`config.mk`:
```
export PLATFORM = sky130hd
export DESIGN_NAME = lcd_scanline_mode_timer_core_flat
export DESIGN_NICKNAME = d
export VERILOG_FILES = /design/src/design/lsmt_pkg.sv /design/src/design/lsmt_if.sv /design/src/design/lsmt_cfg_regs.sv /design/src/design/lsmt_seq.sv /design/src/design/lcd_scanline_mode_timer_core.sv /design/src/flat_wrapper.sv
export SDC_FILE = /design/constraint.sdc
export NUM_CORES = 1
export LEC_CHECK = 0
export BUFFER_PORTS_ARGS = -buffer_cell sky130_fd_sc_hd__buf_2
export CORE_MARGIN = 2
export CORE_UTILIZATION = 54
export CTS_CLUSTER_SIZE = 30
export DETAILED_ROUTE_END_ITERATION = 6
export HOLD_SLACK_MARGIN = 0.02
export PLACE_DENSITY_LB_ADDON = 0.1
export SYNTH_ARGS = -nofsm -noshare
export SYNTH_HDL_FRONTEND = slang
export SYNTH_SLANG_ARGS = --single-unit
```
`constraint.sdc`:
```
create_clock -name clk -period 10.1 [get_ports clk]
set_input_delay 1.01 -clock clk [delete_from_list [all_inputs] [get_ports clk]]
set_output_delay 1.01 -clock clk [all_outputs]
set_load 0.01 [all_outputs]
```
`src/design/lsmt_pkg.sv`:
```
package lsmt_pkg;

    typedef enum logic [1:0] {
        MODE_HBLANK = 2'd0,
        MODE_VBLANK = 2'd1,
        MODE_SCAN   = 2'd2,
        MODE_DRAW   = 2'd3
    } mode_t;

    localparam int ACC_W  = 10;
    localparam int LINE_W = 8;
    localparam int EN_W   = 4;
    localparam int CYC_W  = 8;
    localparam int CFG_DATA_W = 8;
    localparam int CFG_IDX_W  = 1;

    localparam logic [CFG_IDX_W-1:0] CFG_IDX_COMPARE_LINE = 1'd0;
    localparam logic [CFG_IDX_W-1:0] CFG_IDX_STAT_ENABLES = 1'd1;

    localparam int EN_COMPARE_BIT = 0;
    localparam int EN_HBLANK_BIT  = 1;
    localparam int EN_VBLANK_BIT  = 2;
    localparam int EN_SCAN_BIT    = 3;

    localparam logic [ACC_W-1:0] SCAN_LEN   = 10'd80;
    localparam logic [ACC_W-1:0] DRAW_LEN   = 10'd172;
    localparam logic [ACC_W-1:0] HBLANK_LEN = 10'd204;
    localparam logic [ACC_W-1:0] LINE_LEN   = 10'd456;
    localparam logic [ACC_W-1:0] LINE_LEN_X2 = 10'd912;

    localparam logic [LINE_W-1:0] FIRST_VBLANK_LINE = 8'd144;
    localparam logic [LINE_W-1:0] LAST_LINE         = 8'd153;

    // Reciprocal factors: q_est = (x * RECIP) >> SHIFT, never above x / LEN
    // and at most one below it over the accumulator range.
    localparam logic [15:0] SCAN_RECIP    = 16'd51;
    localparam int          SCAN_SHIFT    = 12;
    localparam logic [12:0] HBLANK_RECIP  = 13'd5;
    localparam int          HBLANK_SHIFT  = 10;

    typedef struct packed {
        logic [LINE_W-1:0] compare_line;
        logic [EN_W-1:0]   stat_irq_enables;
    } cfg_t;

    typedef struct packed {
        logic [1:0]        mode_now;
        logic [LINE_W-1:0] line_now;
        logic              coincidence;
        logic              stat_irq;
        logic              vblank_irq;
        logic              render_line;
        logic [LINE_W-1:0] render_line_index;
    } result_t;

    function automatic logic [ACC_W-1:0] mod_scan(input logic [ACC_W-1:0] x);
        logic [15:0]      prod;
        logic [3:0]       q;
        logic [ACC_W-1:0] r;
        prod = 16'(x) * SCAN_RECIP;
        q    = prod[SCAN_SHIFT +: 4];
        r    = x - ACC_W'(10'(q) * SCAN_LEN);
        if (r >= SCAN_LEN)
        begin
            r = r - SCAN_LEN;
        end
        return r;
    endfunction

    function automatic logic [ACC_W-1:0] mod_hblank(input logic [ACC_W-1:0] x);
        logic [12:0]      prod;
        logic [2:0]       q;
        logic [ACC_W-1:0] r;
        prod = 13'(x) * HBLANK_RECIP;
        q    = prod[HBLANK_SHIFT +: 3];
        r    = x - ACC_W'(10'(q) * HBLANK_LEN);
        if (r >= HBLANK_LEN)
        begin
            r = r - HBLANK_LEN;
        end
        return r;
    endfunction

    function automatic logic [ACC_W-1:0] mod_line(input logic [ACC_W-1:0] x);
        logic [ACC_W-1:0] r;
        if (x >= LINE_LEN_X2)
        begin
            r = x - LINE_LEN_X2;
        end
        else if (x >= LINE_LEN)
        begin
            r = x - LINE_LEN;
        end
        else
        begin
            r = x;
        end
        return r;
    endfunction

endpackage

```
`src/design/lsmt_if.sv`:
```
interface lsmt_in_if;
    import lsmt_pkg::*;

    logic             valid;
    logic             ready;
    logic [CYC_W-1:0] elapsed_cycles;

    modport source (output valid, output elapsed_cycles, input ready);
    modport sink   (input valid, input elapsed_cycles, output ready);
endinterface

interface lsmt_out_if;
    import lsmt_pkg::*;

    logic              valid;
    logic              ready;
    logic [1:0]        mode_now;
    logic [LINE_W-1:0] line_now;
    logic              coincidence;
    logic              stat_irq;
    logic              vblank_irq;
    logic              render_line;
    logic [LINE_W-1:0] render_line_index;

    modport source (output valid, output mode_now, output line_now, output coincidence,
                    output stat_irq, output vblank_irq, output render_line,
                    output render_line_index, input ready);
    modport sink   (input valid, input mode_now, input line_now, input coincidence,
                    input stat_irq, input vblank_irq, input render_line,
                    input render_line_index, output ready);
endinterface

```
`src/design/lsmt_cfg_regs.sv`:
```
module lsmt_cfg_regs (
    input  logic                             clk,
    input  logic                             rst_n,
    input  logic                             cfg_we,
    input  logic [lsmt_pkg::CFG_IDX_W-1:0]   cfg_index,
    input  logic [lsmt_pkg::CFG_DATA_W-1:0]  cfg_data,
    output lsmt_pkg::cfg_t                   cfg
);
    import lsmt_pkg::*;

    cfg_t cfg_reg;
    cfg_t cfg_next;

    always_comb
    begin
        cfg_next = cfg_reg;
        if (cfg_we)
        begin
            case (cfg_index)
                CFG_IDX_COMPARE_LINE: cfg_next.compare_line = cfg_data[LINE_W-1:0];
                CFG_IDX_STAT_ENABLES: cfg_next.stat_irq_enables = cfg_data[EN_W-1:0];
                default: cfg_next = cfg_reg;
            endcase
        end
    end

    always_ff @(posedge clk or negedge rst_n)
    begin
        if (!rst_n)
        begin
            cfg_reg <= '0;
        end
        else
        begin
            cfg_reg <= cfg_next;
        end
    end

    assign cfg = cfg_reg;
endmodule

```
`src/design/lsmt_seq.sv`:
```
module lsmt_seq (
    input  logic                         clk,
    input  logic                         rst_n,
    input  logic                         step,
    input  logic [lsmt_pkg::CYC_W-1:0]   elapsed_cycles,
    input  lsmt_pkg::cfg_t               cfg,
    output lsmt_pkg::result_t            result
);
    import lsmt_pkg::*;

    mode_t             mode_reg, mode_next;
    logic [ACC_W-1:0]  acc_reg, acc_next;
    logic [LINE_W-1:0] line_reg, line_next;
    logic              coin_reg, coin_next;
    logic [ACC_W-1:0]  sum;
    logic              stat;
    logic              vbl;
    logic              render;
    logic [LINE_W-1:0] render_idx;

    assign sum = acc_reg + ACC_W'(elapsed_cycles);

    always_comb
    begin
        mode_next  = mode_reg;
        acc_next   = sum;
        line_next  = line_reg;
        coin_next  = coin_reg;
        stat       = 1'b0;
        vbl        = 1'b0;
        render     = 1'b0;
        render_idx = '0;
        case (mode_reg)
            MODE_SCAN:
            begin
                if (sum >= SCAN_LEN)
                begin
                    acc_next  = mod_scan(sum);
                    coin_next = (line_reg == cfg.compare_line);
                    stat      = coin_next && cfg.stat_irq_enables[EN_COMPARE_BIT];
                    mode_next = MODE_DRAW;
                end
            end
            MODE_DRAW:
            begin
                if (sum >= DRAW_LEN)
                begin
                    acc_next   = sum - DRAW_LEN;
                    render     = 1'b1;
                    render_idx = line_reg;
                    mode_next  = MODE_HBLANK;
                    stat       = cfg.stat_irq_enables[EN_HBLANK_BIT];
                end
            end
            MODE_HBLANK:
            begin
                if (sum >= HBLANK_LEN)
                begin
                    acc_next  = mod_hblank(sum);
                    line_next = line_reg + 8'd1;
                    coin_next = (line_next == cfg.compare_line);
                    stat      = coin_next && cfg.stat_irq_enables[EN_COMPARE_BIT];
                    if (line_next == FIRST_VBLANK_LINE)
                    begin
                        mode_next = MODE_VBLANK;
                        vbl       = 1'b1;
                        stat      = stat || cfg.stat_irq_enables[EN_VBLANK_BIT];
                    end
                    else
                    begin
                        mode_next = MODE_SCAN;
                        stat      = stat || cfg.stat_irq_enables[EN_SCAN_BIT];
                    end
                end
            end
            default:
            begin
                if (sum >= LINE_LEN)
                begin
                    acc_next = mod_line(sum);
                    // wrap to the top of the frame after the last vblank line
                    if (line_reg >= LAST_LINE)
                    begin
                        line_next = '0;
                        mode_next = MODE_SCAN;
                        stat      = cfg.stat_irq_enables[EN_SCAN_BIT];
                    end
                    else
                    begin
                        line_next = line_reg + 8'd1;
                    end
                    coin_next = (line_next == cfg.compare_line);
                    stat = stat || (coin_next && cfg.stat_irq_enables[EN_COMPARE_BIT]);
                end
            end
        endcase
    end

    always_ff @(posedge clk or negedge rst_n)
    begin
        if (!rst_n)
        begin
            mode_reg <= MODE_SCAN;
            acc_reg  <= '0;
            line_reg <= '0;
            coin_reg <= 1'b0;
        end
        else if (step)
        begin
            mode_reg <= mode_next;
            acc_reg  <= acc_next;
            line_reg <= line_next;
            coin_reg <= coin_next;
        end
    end

    always_comb
    begin
        result.mode_now          = mode_next;
        result.line_now          = line_next;
        result.coincidence       = coin_next;
        result.stat_irq          = stat;
        result.vblank_irq        = vbl;
        result.render_line       = render;
        result.render_line_index = render_idx;
    end
endmodule

```
`src/design/lcd_scanline_mode_timer_core.sv`:
```
// LCD scanline mode timer. Each item on in_ch carries the clock cycles elapsed since the
// previous one; the block steps its mode sequencer (object scan, drawing, hblank, vblank
// lines) by at most one transition and returns one item on out_ch with the new mode, line,
// compare flag, interrupt pulses and render request. One item is accepted every clock while
// out_ch takes results; the item passes through the input register and the result register
// that surround the combinational step logic. The result register frees itself in the same
// cycle it is taken, so a stall on out_ch backs up through at most those two registers.
// Configuration writes (compare_line at index 0, stat_irq_enables at index 1) act on the
// next item that is stepped and belong to idle periods.
module lcd_scanline_mode_timer_core (
    input  logic                             clk,
    input  logic                             rst_n,
    lsmt_in_if.sink                          in_ch,
    lsmt_out_if.source                       out_ch,
    input  logic                             cfg_we,
    input  logic [lsmt_pkg::CFG_IDX_W-1:0]   cfg_index,
    input  logic [lsmt_pkg::CFG_DATA_W-1:0]  cfg_data
);
    import lsmt_pkg::*;

    cfg_t             cfg;
    logic             in_valid_reg;
    logic [CYC_W-1:0] in_cycles_reg;
    logic             out_valid_reg;
    result_t          out_reg;
    result_t          step_result;
    logic             advance;
    logic             step;

    // move the held item into the result register when that register is free
    assign advance = !out_valid_reg || out_ch.ready;
    assign step    = in_valid_reg && advance;
    assign in_ch.ready = !in_valid_reg || advance;

    lsmt_cfg_regs u_cfg (
        .clk       (clk),
        .rst_n     (rst_n),
        .cfg_we    (cfg_we),
        .cfg_index (cfg_index),
        .cfg_data  (cfg_data),
        .cfg       (cfg)
    );

    lsmt_seq u_seq (
        .clk            (clk),
        .rst_n          (rst_n),
        .step           (step),
        .elapsed_cycles (in_cycles_reg),
        .cfg            (cfg),
        .result         (step_result)
    );

    always_ff @(posedge clk or negedge rst_n)
    begin
        if (!rst_n)
        begin
            in_valid_reg  <= 1'b0;
            out_valid_reg <= 1'b0;
        end
        else
        begin
            if (in_ch.ready)
            begin
                in_valid_reg <= in_ch.valid;
            end
            if (advance)
            begin
                out_valid_reg <= in_valid_reg;
            end
        end
    end

    always_ff @(posedge clk)
    begin
        if (in_ch.valid && in_ch.ready)
        begin
            in_cycles_reg <= in_ch.elapsed_cycles;
        end
        if (step)
        begin
            out_reg <= step_result;
        end
    end

    assign out_ch.valid             = out_valid_reg;
    assign out_ch.mode_now          = out_reg.mode_now;
    assign out_ch.line_now          = out_reg.line_now;
    assign out_ch.coincidence       = out_reg.coincidence;
    assign out_ch.stat_irq          = out_reg.stat_irq;
    assign out_ch.vblank_irq        = out_reg.vblank_irq;
    assign out_ch.render_line       = out_reg.render_line;
    assign out_ch.render_line_index = out_reg.render_line_index;
endmodule

```
`src/flat_wrapper.sv`:
```
// flat-port wrapper written by rule: the top's interface ports become plain ports
module lcd_scanline_mode_timer_core_flat import lsmt_pkg::*;
  (clk, rst_n, cfg_we, cfg_index, cfg_data, in_ch_valid, in_ch_elapsed_cycles, in_ch_ready, out_ch_valid, out_ch_mode_now, out_ch_line_now, out_ch_coincidence, out_ch_stat_irq, out_ch_vblank_irq, out_ch_render_line, out_ch_render_line_index, out_ch_ready);
  lsmt_in_if in_ch_i ();
  lsmt_out_if out_ch_i ();
  input  logic clk;
  input  logic rst_n;
  input  logic cfg_we;
  input  logic [lsmt_pkg::CFG_IDX_W-1:0] cfg_index;
  input  logic [lsmt_pkg::CFG_DATA_W-1:0] cfg_data;
  input wire logic [$bits(in_ch_i.valid)-1:0] in_ch_valid;
  input wire logic [$bits(in_ch_i.elapsed_cycles)-1:0] in_ch_elapsed_cycles;
  output wire logic [$bits(in_ch_i.ready)-1:0] in_ch_ready;
  output wire logic [$bits(out_ch_i.valid)-1:0] out_ch_valid;
  output wire logic [$bits(out_ch_i.mode_now)-1:0] out_ch_mode_now;
  output wire logic [$bits(out_ch_i.line_now)-1:0] out_ch_line_now;
  output wire logic [$bits(out_ch_i.coincidence)-1:0] out_ch_coincidence;
  output wire logic [$bits(out_ch_i.stat_irq)-1:0] out_ch_stat_irq;
  output wire logic [$bits(out_ch_i.vblank_irq)-1:0] out_ch_vblank_irq;
  output wire logic [$bits(out_ch_i.render_line)-1:0] out_ch_render_line;
  output wire logic [$bits(out_ch_i.render_line_index)-1:0] out_ch_render_line_index;
  input wire logic [$bits(out_ch_i.ready)-1:0] out_ch_ready;
  assign in_ch_i.valid = in_ch_valid;
  assign in_ch_i.elapsed_cycles = in_ch_elapsed_cycles;
  assign in_ch_ready = in_ch_i.ready;
  assign out_ch_valid = out_ch_i.valid;
  assign out_ch_mode_now = out_ch_i.mode_now;
  assign out_ch_line_now = out_ch_i.line_now;
  assign out_ch_coincidence = out_ch_i.coincidence;
  assign out_ch_stat_irq = out_ch_i.stat_irq;
  assign out_ch_vblank_irq = out_ch_i.vblank_irq;
  assign out_ch_render_line = out_ch_i.render_line;
  assign out_ch_render_line_index = out_ch_i.render_line_index;
  assign out_ch_i.ready = out_ch_ready;
  lcd_scanline_mode_timer_core u_core (.clk(clk), .rst_n(rst_n), .in_ch(in_ch_i), .out_ch(out_ch_i), .cfg_we(cfg_we), .cfg_index(cfg_index), .cfg_data(cfg_data));
endmodule
```
==> flow_summary.yaml, run 1 <==
outcome:
  violations: "DRC"
  outcome: "finished, violations left"
hold_path:
  whs_endpoint: "u_core.out_ch.valid$_DFFE_PN0P_"
  hp-start: "u_core.in_valid_reg$_DFFE_PN0N_"
  worstHoldPathType: "register to register"
  hold_path_depth: 1
synthesis:
  synth_top_area_share_pct: 13.8
  avgSynthCellArea_um2: 8.81
  synth_most_common_cell: "ha_1"
  synth_edf_count: 30
  ys_ff_latch: 65
  netlist_instances: 833
  syn-cell-area_um2: 7340
  synth_top_family_by_area: "compound AO/OA/AOI/OAI gates"
  synthTopCellsByArea: "ha_1 (14%), edfxtp_1 (12%), dfrtp_1 (12%)"
  synth_compound_area_share_pct: 23.4
  synth_cell_types: 96
  ys_top_cells_by_count: "ha_1 (81), inv_1 (69), nor2_1 (68)"
  syn_nets: 950
  yosys.area.top_type: "ha_1"
  synthAdderAreaFrac_pct: 17.9
  synthMuxAreaShare_pct: 3.80
  ys_seq_area_share_pct: 24.2
  synthSimpleGateAreaFrac_pct: 15.8
  ys_warn_count: 0
  synth_top_flop_cell: "dfrtp_1"
  synth-async-reset-ratio_pct: 53.8
  yosys.area_share.xor_xnor_pct: 8.37
sta:
  finalMaxSlewViolations: 0
  setup_ws_ns: 1.56
  finalSetupTns_ns: 0
  finalHoldViolCount: 0
  fin_hold_ws_ns: 0.497
  relSlewSlack_pct: 34.1
  rsz0062_at_grt: "no"
  fmax_ghz: 0.117
  setup_violations: 0
  fin_skew_ns: 0.00706
  worst_pin_slew_ns: 0.984
  fin_crit_sh_pct: 84.5
  finalCriticalPeriod_ns: 8.54
clock_tree:
  cts_max_path_buffers: 2
  root_buffer: "clkbuf_16"
  cts.clk_slew.worst_paths_ns: 0.06
  cts_resized: 0
  tritoncts: "yes"
  clk_latency_ns: 0.33
  cts_setup_buffers: 0
  ctsHoldBuffers: 0
  cts_inserted_buffers: 9
  cts_max_level: 3
  clock_sinks: 65
floorplan:
  start_util_pct: 55.4
  placementRows: 42
  dieWidth_um: 121
  ios: 46
  die_h_um: 121
  dieArea_um2: 14500
  core_area_um2: 13200
worst_setup_path:
  crit_fanout: 23
  r2r_setup_slack_ns: 1.56
  worst_path_max_delay_cell: "or4b_2"
  reg2reg_depth: 31
  rr_startpoint: "u_core.u_seq.acc_reg[0]$_DFFE_PN0P_"
  slowest_delay_ns: 0.64
  r2r-end: "u_core.u_seq.acc_reg[9]$_DFFE_PN0P_"
  required_ns: 10.36
  path_class: "register to register"
  cp-end-kind: "register"
  cp-start-kind: "register"
  worstPathArrival_ns: 8.79
final_layout:
  final_util_pct: 59.9
  n_antenna_cell: 0
  largest_register_ffs: 12
  fin_nets: 966
  drive_gt1_share_pct: 14.8
  nFillCells: 1185
  area_growth_pct: 8.19
detailed_routing:
  drt_pass1_iterations: 7
  routed_wl_um: 19700
  vias: 6469
  vias_per_cell: 6.28
  dr.max_layer_used: "met4"
  met1_length_um: 9100
  drtIter0Drc: 551
  ant_nets: 0
  wl_per_cell_um: 19.1
  wl_met2_um: 8730
  met3_length_um: 1580
  drc: 2
global_routing:
  grt_max_degree: 49
  grt_pass1_vias: 6139
  overflow: 0
  grt_pass1_wl_um: 31900
  antenna_found_initial: 0
  track_usage_pct: 27.9
flow_run:
  drv_cap: 0
placement:
  port_buffers: 45
  hpwlAfterDp_um: 14800
  gp_congestion: 0.924
  place_ws_ns: 1.62
==> layout make-up <==
cell class	count	area, um^2	area share, %
clock inverters	3	23.8	0.299
flip-flops and latches	65	1780	22.4
clock buffers	13	304	3.83
inverters	74	280	3.53
multi-input cells	651	5080	64.0
repair buffers	48	248	3.12
well taps	176	220	2.77
==> worst max-delay path by stage <==
stage                                                   start                                   to  slack (ns)  cells after the start
after global placement    u_core.u_seq.acc_reg[0]$_DFFE_PN0P_  u_core.u_seq.acc_reg[9]$_DFFE_PN0P_        1.88                     31
final                     u_core.u_seq.acc_reg[0]$_DFFE_PN0P_  u_core.u_seq.acc_reg[9]$_DFFE_PN0P_        1.56                     31
after global routing        u_core.in_cycles_reg[0]$_DFFE_PP_  u_core.u_seq.acc_reg[9]$_DFFE_PN0P_        1.10                     31
after detailed placement  u_core.u_seq.acc_reg[0]$_DFFE_PN0P_  u_core.u_seq.acc_reg[9]$_DFFE_PN0P_        1.62                     31
after floorplan           u_core.u_seq.acc_reg[0]$_DFFE_PN0P_  u_core.u_seq.acc_reg[9]$_DFFE_PN0P_        2.26                     32
after CTS                 u_core.u_seq.acc_reg[0]$_DFFE_PN0P_  u_core.u_seq.acc_reg[9]$_DFFE_PN0P_        1.58                     31
==> metrics by stage <==
step | std cells | instance area (um^2)
4_1_cts | 1030 | 7940
3_3_place_gp | 1014 | 7610
2_1_floorplan | 833 | 7340
6_report | 1030 | 7940
5_1_grt | 1030 | 7940
3_5_place_dp | 1014 | 7610
==> layer usage <==
layer  vias to the layer above  GRT usage (%)
met5                         -              0
met1                      3083           41.9
met4                         0           6.76
met2                       280           42.6
met3                        33           3.77
li1                       3073              -
==> worst max-delay path, delay by kind of cell (launching register included) <==
kind | cells | cell delay, ns
adders and majority gates | 9 | 3.28
AOI/OAI and AO/OA | 11 | 2.49
and+or+nand+nor | 5 | 1.56
buffers and inverters | 6 | 0.74
DFF | 1 | 0.38
==> cell families (layout without fill, tap and decap cells) <==
kind of cell / Yosys count / in the layout
and+or+nand+nor: 222 / 222
adders and majority gates: 97 / 97
DFF: 65 / 65
muxes: 25 / 25
buffers and inverters: 117 / 138
xor gates and xnor gates: 63 / 63
AOI/OAI and AO/OA: 244 / 244
==> cell usage in the layout, fill, tap and decap left out, types with 14 or more instances in the layout <==
cell type	instances
ha_1	81
inv_1	69
nor2_1	68
a21oi_1	47
buf_2	45
xnor2_1	43
o21ai_0	43
nand2_1	39
dfrtp_1	34
a31oi_1	31
edfxtp_1	30
mux2_2	23
nor3_1	18
nand3_1	16
xor2_1	14
fa_1	14
Power of run 1 is left out: the tool's default activity adds up to more than one toggle a clock period on the data nets, which glitch-free logic cannot reach.
==> run 2: changes to the inputs <==
==> constraint.sdc (replaced) <==
create_clock -name clk -period 7.05 [get_ports clk]
set_input_delay 0.705 -clock clk [delete_from_list [all_inputs] [get_ports clk]]
set_output_delay 0.705 -clock clk [all_outputs]
set_load 0.01 [all_outputs]
==> run 2 against run 1 <==
The flow finishes with violations (setup timing). Die area unchanged. Count of clock-buffer cells in the layout down 4. Flip-flop and latch count is the same. Critical path type unchanged.
==> flow_summary.yaml, run 2 (synthesized netlist as in run 1, its figures left out) <==
detailed_routing:
  drc: 0
  routed_wl_um: 21100
  vias_per_cell: 6.13
  ant_nets: 0
  vias: 6829
  drt_pass1_iterations: 6
  wl_per_cell_um: 19.0
  drtIter0Drc: 584
final_layout:
  fin_nets: 1050
  area_growth_pct: 21.4
  drive_gt1_share_pct: 28.1
  seqCellArea_um2: 1780
  n_antenna_cell: 0
  stdcell_count: 1114
  multiInputGateArea_um2: 5410
  layout_common_cells: "buf_4 (84), ha_1 (75), inv_1 (64)"
  largest_register_ffs: 12
  final_util_pct: 67.2
  nFillCells: 1089
  final_common_cell: "buf_4"
floorplan:
  placementRows: 42
  dieArea_um2: 14500
  core_area_um2: 13200
  dieWidth_um: 121
  start_util_pct: 55.4
  die_h_um: 121
  ios: 46
worst_setup_path:
  slowest_delay_ns: 0.54
  crit_family: "adder cells"
  required_ns: 7.27
  path_buf_inv: 6
  cp-start-kind: "register"
  path_class: "register to register"
  worst_path_max_delay_cell: "fa_1"
  worstPathArrival_ns: 7.57
  cp-end-kind: "register"
  crit_fanout: 5
  r2r_setup_slack_ns: -0.30
clock_tree:
  tritoncts: "yes"
  cts_max_path_buffers: 2
  cts.clk_slew.worst_paths_ns: 0.06
  clock_sinks: 65
  cts_inserted_buffers: 9
  cts_max_level: 3
  clk_latency_ns: 0.34
  root_buffer: "clkbuf_16"
sta:
  finalCriticalPeriod_ns: 7.35
  rsz0062_at_grt: "yes"
  finalMaxSlewViolations: 0
  fin_skew_ns: 0.00730
  fin_crit_sh_pct: 104
  relSlewSlack_pct: 38.4
  finalSetupTns_ns: -1.42
  setup_violations: 6
  fmax_ghz: 0.136
  setup_ws_ns: -0.303
  finalHoldViolCount: 0
  worst_pin_slew_ns: 0.924
placement:
  port_buffers: 45
  hpwlAfterDp_um: 16000
  placed_cells: 1083
  gp_congestion: 0.944
  place_ws_ns: -0.528
global_routing:
  met1_usage_pct: 41.7
  antenna_found_initial: 0
  gr-usage-met3_pct: 5.52
  grt_pass1_vias: 6678
  grt_pass1_wl_um: 33600
  grt_busiest_layer: "met2"
  track_usage_pct: 29.4
  grtUsageMet2_pct: 45.8
  grt_max_degree: 36
  overflow: 0
hold_path:
  worstHoldPathType: "input pin to asynchronous set/reset pin"
flow_run:
  drv_cap: 0
outcome:
  outcome: "finished, violations left"
  violations: "setup timing"
-- run 2: cell types whose count changed in the layout (fill, tap and decap cells not counted), sizes merged --
cell      change
buf          +84
inv           -3
clkinvlp      +4
clkinv        +1
bufinv        +2
clkbuf        -4
-- run 2: final timing paths --
check | from | endpoint | cells after the start
min in group clk | u_core.in_valid_reg$_DFFE_PN0N_ | u_core.out_ch.valid$_DFFE_PN0P_ | 1
hold / removal | rst_n | u_core.u_seq.line_reg[0]$_DFFE_PN0P_ | 1
setup / recovery | u_core.in_cycles_reg[0]$_DFFE_PP_ | u_core.u_seq.acc_reg[5]$_DFFE_PN0P_ | 33
max in group asynchronous | rst_n | u_core.u_seq.acc_reg[9]$_DFFE_PN0P_ | 1
setup reg to reg | u_core.in_cycles_reg[0]$_DFFE_PP_ | u_core.u_seq.acc_reg[5]$_DFFE_PN0P_ | 33
hold reg to reg | u_core.in_valid_reg$_DFFE_PN0N_ | u_core.out_ch.valid$_DFFE_PN0P_ | 1
-- run 2: through the flow --
step	instance area [um^2]	hold slack [ns]
floorplan	7440	0.409
finish	8900	0.491
detailed placement	8220	0.495
global route	8900	0.528
global placement	8220	0.473
CTS	8660	0.512
-- run 2: layer usage --
layer / up-vias / wire length (um) / share of wire (%)
li1: 3239 / - / -
met1: 3259 / 9300 / 44
met2: 296 / 9640 / 46
met3: 35 / 1870 / 8.8
met4: 0 / 336 / 1.6
met5: - / 0 / 0
-- run 2: what timing repair did --
item                                    4_1_cts  5_1_grt
endpoints found under the setup margin        8        8
gates resized for setup                      14       44
buffers inserted                              8        8
pin swaps                                    19       25
hold buffers                                  0        0
gates cloned                                  0        0
-- run 2: final cells by class --
class,instances,share of cell area (%)
multi-input cells,651,60.8
flip-flops and latches,65,20.0
repair buffers,132,9.99
inverters,74,3.22
clock buffers,9,2.53
well taps,176,2.47
clock inverters,7,1.07
Power of run 2 is left out for the same reason.
==> run 3: changes to the inputs <==
--- a/config.mk
+++ b/config.mk
@@ -6,6 +6,7 @@
 export NUM_CORES = 1
 export LEC_CHECK = 0
 export BUFFER_PORTS_ARGS = -buffer_cell sky130_fd_sc_hd__buf_2
+export CORE_ASPECT_RATIO = 1.75
 export CORE_MARGIN = 2
 export CORE_UTILIZATION = 54
 export CTS_CLUSTER_SIZE = 30
==> run 3 against run 2 <==
The run still ends with setup timing left. Routed wire length grew 13%. Critical path type unchanged. Critical endpoint is now u_core.u_seq.acc_reg[9]$_DFFE_PN0P_. Worst setup slack lost 0.013 ns. Largest cell class unchanged. Fmax shrank 0.17%.
==> flow_summary.yaml, run 3 (synthesized netlist as in run 1, its figures left out) <==
sta:
  finalMaxSlewViolations: 0
  finalHoldViolCount: 0
  setup_violations: 6
  relSlewSlack_pct: 25.7
  fin_crit_sh_pct: 104
  fin_skew_ns: 0.00511
  fmax_ghz: 0.136
  finalCriticalPeriod_ns: 7.37
  setup_ws_ns: -0.316
  worst_pin_slew_ns: 1.11
  rsz0062_at_grt: "yes"
global_routing:
  antenna_found_initial: 0
  track_usage_pct: 33.2
  grt_pass1_vias: 7213
  overflow: 0
  grt_pass1_wl_um: 37400
  grt_max_degree: 43
outcome:
  outcome: "finished, violations left"
  violations: "setup timing"
floorplan:
  die_h_um: 158
  core_area_um2: 13300
  start_util_pct: 55.1
  dieWidth_um: 92.1
  placementRows: 56
  dieArea_um2: 14600
  ios: 46
clock_tree:
  clock_sinks: 65
  cts_max_level: 3
  ctsHoldBuffers: 0
  cts.clk_slew.worst_paths_ns: 0.06
  cts_max_path_buffers: 2
  clk_latency_ns: 0.34
  root_buffer: "clkbuf_16"
  cts_inserted_buffers: 9
  tritoncts: "yes"
final_layout:
  layout_common_cells: "buf_4 (110), ha_1 (73), nor2_1 (64)"
  final_util_pct: 67.8
  final_common_cell: "buf_4"
  fin_nets: 1076
  seqCellArea_um2: 1780
  multiInputGateArea_um2: 5370
  largest_register_ffs: 12
  area_growth_pct: 23.1
  nFillCells: 1084
  n_antenna_cell: 0
  drive_gt1_share_pct: 29.8
worst_setup_path:
  path_class: "register to register"
  worstPathArrival_ns: 7.63
  cp-end-kind: "register"
  worst_path_max_delay_cell: "fa_1"
  slowest_delay_ns: 0.58
  cp-start-kind: "register"
  required_ns: 7.32
  crit_fanout: 4
flow_run:
  drv_cap: 0
placement:
  place_ws_ns: -0.380
  port_buffers: 45
  hpwlAfterDp_um: 18400
  gp_congestion: 0.969
detailed_routing:
  drc: 0
  vias: 7058
  vias_per_cell: 6.20
  routed_wl_um: 24000
  drt_pass1_iterations: 5
  drtIter0Drc: 403
  ant_nets: 0
  wl_per_cell_um: 21.1
hold_path:
  worstHoldPathType: "input pin to asynchronous set/reset pin"
[run 3: path summary, 6_finish.rpt]
kind | depth (start not counted) | endpoint | slack [ns] | startpoint
setup / recovery | 31 | u_core.u_seq.acc_reg[9]$_DFFE_PN0P_ | -0.32 | u_core.u_seq.acc_reg[0]$_DFFE_PN0P_
hold / removal | 1 | u_core.u_seq.line_reg[1]$_DFFE_PN0P_ | 0.48 | rst_n
setup reg to reg | 31 | u_core.u_seq.acc_reg[9]$_DFFE_PN0P_ | -0.32 | u_core.u_seq.acc_reg[0]$_DFFE_PN0P_
hold reg to reg | 1 | u_core.out_ch.valid$_DFFE_PN0P_ | 0.49 | u_core.in_valid_reg$_DFFE_PN0N_
max in group asynchronous | 1 | u_core.u_cfg.cfg[7]$_DFFE_PN0P_ | 5.99 | rst_n
min in group clk | 1 | u_core.out_ch.valid$_DFFE_PN0P_ | 0.49 | u_core.in_valid_reg$_DFFE_PN0N_
[run 3: through the flow]
| stage | hold WS, ns | TNS (ns) | std cells | instance area (um^2) |
|---|---|---|---|---|
| 6_report | 0.477 | -1.57 | 1138 | 9030 |
| 5_1_grt | 0.517 | -3.45 | 1138 | 9030 |
| 4_1_cts | 0.498 | -0.643 | 1129 | 8860 |
| 3_5_place_dp | 0.498 | -2.31 | 1108 | 8420 |
| 3_3_place_gp | 0.473 | -0.985 | 1108 | 8420 |
| 2_1_floorplan | 0.409 | -0.594 | 833 | 7440 |
[run 3: area by class of cell]
class / count / share of cell area (%)
multi-input cells: 651 / 59.5
flip-flops and latches: 65 / 19.7
repair buffers: 158 / 12.1
inverters: 74 / 3.14
clock buffers: 14 / 3.05
well taps: 174 / 2.41
clock inverters: 2 / 0.139
[run 3: critical path: cells and delay by family (launching register included)]
| kind | cells | cell delay [ns] |
|---|---|---|
| AND/OR/NAND/NOR | 4 | 1.00 |
| buffers and inverters | 4 | 0.24 |
| flip-flops | 1 | 0.38 |
| AO/OA/AOI/OAI | 11 | 1.97 |
| XOR/XNOR | 2 | 0.35 |
| adder cells (fa/ha/maj) | 10 | 3.33 |
[run 3: repair_timing]
action | in CTS | in global routing
resized for setup | 26 | 21
setup buffers | 5 | 10
setup endpoints to repair | 8 | 8
pin swaps | 33 | 32
[run 3: metal layers]
| metal | routed length, um | global-route usage, % | up-vias | share of wire, % |
|---|---|---|---|---|
| met5 | 0 | 0 | - | 0 |
| met4 | 1930 | 24.2 | 0 | 8.1 |
| met3 | 945 | 3.43 | 107 | 3.9 |
| met2 | 12700 | 62.9 | 298 | 53 |
| met1 | 8370 | 33.2 | 3364 | 35 |
| li1 | - | - | 3289 | - |
Power of run 3 is left out for the same reason.
